**src/rtl/core/assert_macros.svh**
```systemverilog
// assertion helpers shared by the rtl
`ifndef ASSERT_MACROS_SVH
`define ASSERT_MACROS_SVH

// clocked assertion, disabled while rst is high
`define ASSERT_CLK(label, clk, rst, prop, msg) \
   label: assert property (@(posedge clk) disable iff (rst) prop) else $error(msg);

// clocked assertion that also holds during reset
`define ASSERT_ALWAYS(label, clk, prop, msg) \
   label: assert property (@(posedge clk) prop) else $error(msg);

`endif

```
**src/rtl/core/qrm_pkg.sv**
```systemverilog
`default_nettype none
package qrm_pkg;

   localparam int NUM_LANES = 9;
   localparam int DIV_STEPS = 16;
   localparam int N_W       = 33;
   localparam int R_W       = 34;
   localparam int NUM_W     = 35;
   localparam int Q_W       = DIV_STEPS;
   localparam logic signed [15:0] ONE_Q14 = 16'sd16384;

   typedef struct packed {
      logic             neg;
      logic [R_W-1:0]   rem;
      logic [Q_W-1:0]   quo;
   } lane_type;

   typedef struct packed {
      lane_type [NUM_LANES-1:0] lane;
      logic [N_W-1:0]           den;
      logic                     zero;
   } div_type;

endpackage
`default_nettype wire

```
**src/rtl/core/qrm_div_stage.sv**
```systemverilog
`default_nettype none
module qrm_div_stage
   import qrm_pkg::*;
#(
   parameter bit FIRST = 1'b0
) (
   input  wire logic    clock,
   input  wire logic    reset,
   input  wire logic    load,
   input  wire logic    valid_in,
   input  wire div_type data_in,
   output logic         valid_out,
   output div_type      data_out
);

   logic    valid_ff;
   div_type data_ff;
   div_type data_in_next;

   // one restoring quotient bit per lane
   always_comb begin
      logic [R_W-1:0] part;
      logic           ge;
      data_in_next = data_in;
      for (int i = 0; i < NUM_LANES; i++) begin
         part = FIRST ? data_in.lane[i].rem : {data_in.lane[i].rem[R_W-2:0], 1'b0};
         ge   = part >= {1'b0, data_in.den};
         data_in_next.lane[i].rem = ge ? part - {1'b0, data_in.den} : part;
         data_in_next.lane[i].quo = {data_in.lane[i].quo[Q_W-2:0], ge};
      end
   end

   always_ff @(posedge clock) begin
      if (reset) begin
         valid_ff <= 1'b0;
      end else if (load) begin
         valid_ff <= valid_in;
      end
   end

   always_ff @(posedge clock) begin
      if (load) begin
         data_ff <= data_in_next;
      end
   end

   assign valid_out = valid_ff;
   assign data_out  = data_ff;

endmodule
`default_nettype wire
```
**config.mk**
```make
export PLATFORM = sky130hd
export DESIGN_NAME = qrm_div_stage
export DESIGN_NICKNAME = d
export VERILOG_FILES = /design/src/rtl/core/assert_macros.svh /design/src/rtl/core/qrm_pkg.sv /design/src/rtl/core/qrm_div_stage.sv
export SDC_FILE = /design/constraint.sdc
export NUM_CORES = 1
export LEC_CHECK = 0
export BUFFER_PORTS_ARGS = -buffer_cell sky130_fd_sc_hd__buf_2
export CAP_MARGIN = 20
export CORE_AREA = 2 2 384 386
export CTS_BUF_LIST = sky130_fd_sc_hd__clkbuf_2
export CTS_CLUSTER_SIZE = 30
export DETAILED_ROUTE_END_ITERATION = 8
export DIE_AREA = 0 0 386 388
export PLACE_DENSITY = 0.44
export SYNTH_ARGS = -nofsm -noshare
export SYNTH_HDL_FRONTEND = slang
export SYNTH_SLANG_ARGS = --single-unit
```
**constraint.sdc**
```tcl
create_clock -name clock -period 6.1 [get_ports clock]
set_input_delay 0.915 -clock clock [delete_from_list [all_inputs] [get_ports clock]]
set_output_delay 0.915 -clock clock [all_outputs]
set_load 0.02 [all_outputs]
```
# Yosys cells after proc, flatten, opt, wreduce, memory -nomap -nowiden
# Index checks and enable logic that the tools add are counted.
# word_totals
wordCells	66
register_bits	494
inputBits	497
output_inout_bits	494
# classes
n_addsub	9
mux	9
order_cmp	9
# ops
op	n
>= comparator 34 x 33 -> 1 bit	9
two-way mux 34 bit	9
subtractor 34 x 33 -> 34 bit	9

# Longest topological paths before layout
# logic_depth
word_depth	2
ltp_mapped	15
ltp_nobuf	13

# Worst setup path after synthesis
# No wires, ideal clock.
# synth_timing
kind	input port to flip-flop
from	in data_in[16] in the netlist's numbering
to	reg data_ff (netlist bit data_out[278]) (data pin)
arrival_ns	3.752
path_buffers	1
setup_ns	0.260
path_slack_ns	2.088
required_ns	5.840
path_stages	12
path_cell_list	inv_1 > ha_1 > a2111oi_0 > o21ai_0 > a32oi_1 > o31ai_1 > o31ai_1 > or2_1 > a31oi_1 > a2111oi_2 > buf_4 > mux2_2
# synth_lines
element	line_no	source
from (decl)	qrm_div_stage.sv:11	input wire div_type data_in,
to (signal assigned)	qrm_div_stage.sv:43	data_ff <= data_in_next;
to (decl)	qrm_div_stage.sv:17	div_type data_ff;

==> impl_metrics.json <==
{
  "max-clock-path-buffers": 3,
  "coreArea_mm2": 0.145,
  "numCtsBuffers": 158,
  "synthFlopType": "edfxtp_1",
  "ir_drop_v": 0.000140,
  "critPathBufInv": 6,
  "worstPathArrival_ns": 6.64,
  "period_share": 0.861,
  "num-fill-cells": 15100,
  "io_pins": 991,
  "overflow": 0,
  "hold_viol": 0,
  "die_x_um": 386,
  "routed_wl_um": 186000,
  "cts_root_buf": "clkbuf_2",
  "status": "completed",
  "grt_pass1_vias": 35200,
  "start_kind": "input port",
  "max-cap-violations": 0,
  "vias": 35300,
  "max_freq_mhz": 190,
  "hold_path_depth": 4,
  "antenna_found_initial": 57,
  "dieArea_mm2": 0.150,
  "rsz0062_at_grt": "false",
  "tns_ns": 0,
  "synth_top_area_cell": "edfxtp_1",
  "grt_max_degree": 126,
  "fin_hold_ws_ns": 0.245,
  "clock_sinks": 494,
  "yosysWarnings": 0,
  "hp-start": "data_in[481]",
  "hold_buffers": 971,
  "fin_nets": 6194,
  "r2r_slack_ns": 4.96,
  "p_leak_nw": 23.0,
  "worstReg2RegStart": "valid_out$_SDFFE_PP0P_",
  "setup.worst_path.class": "input port to flop",
  "drt_iter0_markers": 2138,
  "seq_area_mm2": 0.0148,
  "path_clk_slew_ns": 0.10,
  "worst_hold_path_type": "input port to flop",
  "ys_top_cells_by_area": "edfxtp_1, ha_1, a21oi_1",
  "tightestPinTransition_ns": 1.11,
  "synth_top_area_frac": 0.436,
  "routedWlPerCell_um": 25.0,
  "syn2layout_area_growth_pct": 55.2,
  "drc": 0,
  "antenna_left": 0,
  "cts_tree": "done",
  "synthArstFlopShare": 0,
  "viasPerCell": 4.74,
  "post_synth.cell_area_avg_um2": 10.2,
  "insertion_delay_ns": 1.48,
  "final_area_mm2": 0.0527,
  "die_h_um": 388,
  "postCtsSetupRepairBufs": 0,
  "ys_seq_area_frac": 0.437,
  "timing.final.crit_period_ns": 5.25,
  "postCtsResizedCells": 0,
  "path_delay_family": "buffers and inverters",
  "slew_violations": 0,
  "netlist_area_mm2": 0.0339,
  "gr-usage-all-layers": 0.239,
  "start_util": 0.234,
  "worst_r2r_endpoint": "valid_out$_SDFFE_PP0P_",
  "path_cells": "dlygate4sd3_1 > buf_2 > clkinv_1 > ha_1 > a211oi_2 > o21ai_0 > a21oi_1 > a31oi_1 > a221o_1 > nand3_2 > a31oi_1 > or4b_2 > buf_4 > nor2_1 > dlygate4sd3_1 > a21oi_1 > dlygate4sd3_1",
  "layout-drive-gt1-share": 0.258,
  "critical-path-slowest-cell": "clkinv_1",
  "cpMostUsedCell": "dlygate4sd3_1",
  "critPathMaxFanout": 38,
  "p_per_area_mw_per_mm2": 229,
  "synthCells": 3322,
  "yosysUniqueCellTypes": 85,
  "cp-end-kind": "flop",
  "reg2reg_depth": 3,
  "htree_num_levels": 4,
  "portBuffers": 972,
  "slowest_delay_ns": 0.70,
  "synth_nets": 4125,
  "drt_first_pass_iters": 8,
  "ys_ff_latch": 494,
  "placement.cell_area_mm2": 0.0415,
  "rows": 140,
  "gp_congestion": 0.900,
  "maxSlewHeadroom": 0.259,
  "synth-edff-count": 493,
  "critPathRequiredTime_ns": 7.49,
  "hold_path_end": "data_out[482]$_DFFE_PP_",
  "fin_skew_ns": 0,
  "finalSetupViolations": 0,
  "grt_pass1_wl_um": 253000,
  "multiInputGateArea_mm2": 0.0183,
  "place_hpwl_um": 142000
}
cell type report:
cell class	count	share of cell area
Antenna cell	29	0.00138
Clock buffer	213	0.0202
Clock inverter	59	0.00634
Inverter	107	0.00762
Multi-Input combinational cell	2613	0.347
Sequential cell	494	0.281
Tap cell	1917	0.0455
Timing Repair Buffer	2017	0.291
worst max path at each step:
stage | startpoint | endpoint | slack [ns] | cells after the start
2_1_floorplan | data_in[16] | data_out[278]$_DFFE_PP_ | 2.09 | 12
3_3_place_gp | data_in[7] | data_out[322]$_DFFE_PP_ | 0.57 | 14
3_5_place_dp | data_in[7] | data_out[318]$_DFFE_PP_ | 0.50 | 14
4_1_cts | data_in[7] | data_out[78]$_DFFE_PP_ | 1.05 | 17
5_1_grt | data_in[7] | data_out[65]$_DFFE_PP_ | 0.72 | 17
6_report | data_in[7] | data_out[76]$_DFFE_PP_ | 0.85 | 17
through the flow:
| stage | setup slack (ns) | cells | power, mW | utilization |
|---|---|---|---|---|
| after floorplan | 2.09 | 3322 | 6.90 | - |
| after global placement | 0.570 | 6174 | 8.58 | 0.285 |
| after detailed placement | 0.501 | 6177 | 8.57 | 0.286 |
| after CTS | 1.05 | 7420 | 12.3 | 0.362 |
| after global routing | 0.719 | 7438 | 12.8 | 0.363 |
| final | 0.850 | 7449 | 12.1 | 0.363 |
cells in the final DEF, fill, tap and decap left out, drive strengths merged, types with 43 or more instances in the layout:
cell type    netlist  layout
clkbuf            74     213
buf               34    1046
inv              107     103
clkinv             0      62
a21oi            331     331
xnor2            150     150
ha               297     297
nor2             205     205
edfxtp           493     493
mux2              96      96
nand2b            44      44
o21bai            43      43
a31oi             46      46
o21ai            268     268
nand4             44      44
xor2             106     106
nor2b             50      50
nand3             61      61
a21o             184     184
nand2            300     300
dlygate4sd3        0     971
logic make-up (layout without fill, tap and decap cells):
logic type,after synthesis,count (layout),share of synthesized area
other,0,29,0
buffers and inverters,215,2396,0.0266
and+or+nand+nor,847,847,0.117
muxes,104,104,0.0348
xor gates and xnor gates,256,256,0.0660
AOI/OAI and AO/OA,1100,1100,0.204
adders and majority gates,306,306,0.115
DFF,494,494,0.437
registers in the layout (all words and copies together), names as in the netlist:
name	count
data_out	493
valid_out	1
synthesized netlist by cell type (9+ instances only):
cell        n
edfxtp_1  493
a21oi_1   331
nand2_1   300
ha_1      297
o21ai_0   259
nor2_1    205
a21o_1    184
xnor2_1   150
inv_1     107
xor2_1    106
mux2_2     91
clkbuf_1   74
nand3_1    60
nor2b_1    50
a31oi_1    45
nand2b_1   44
nand4_1    44
o21bai_1   43
and3_1     40
o21a_1     40
nor3_1     32
o31ai_1    26
a211oi_1   25
and2_1     25
buf_2      17
a21boi_0   15
a31o_2     13
o211ai_1   10
a211o_1     9
and4_1      9
fa_1        9
o31a_1      9
worst register-to-register path, delay by kind of cell, from the launching register on:
family,cells,cell delay [ns]
buffers and inverters,1,0.54
multiplexers,1,0.12
AND/OR/NAND/NOR,1,0.05
flip-flops,1,0.32
report_power, final:
part           leakage, nW  total [mW]  internal [mW]  switching [mW]
Sequential            4.83        4.48           4.31           0.178
Combinational         17.1        4.77           2.03            2.74
Clock                 1.04        2.84           1.00            1.83
Total                 23.0        12.1           7.34            4.75
metal layers:
metal | GRT usage | routed length (µm)
met1 | 0.280 | 74700
met2 | 0.407 | 89200
met3 | 0.0530 | 11800
met4 | 0.121 | 9990
met5 | 0 | 254
Power figures use the tool's default switching activity.
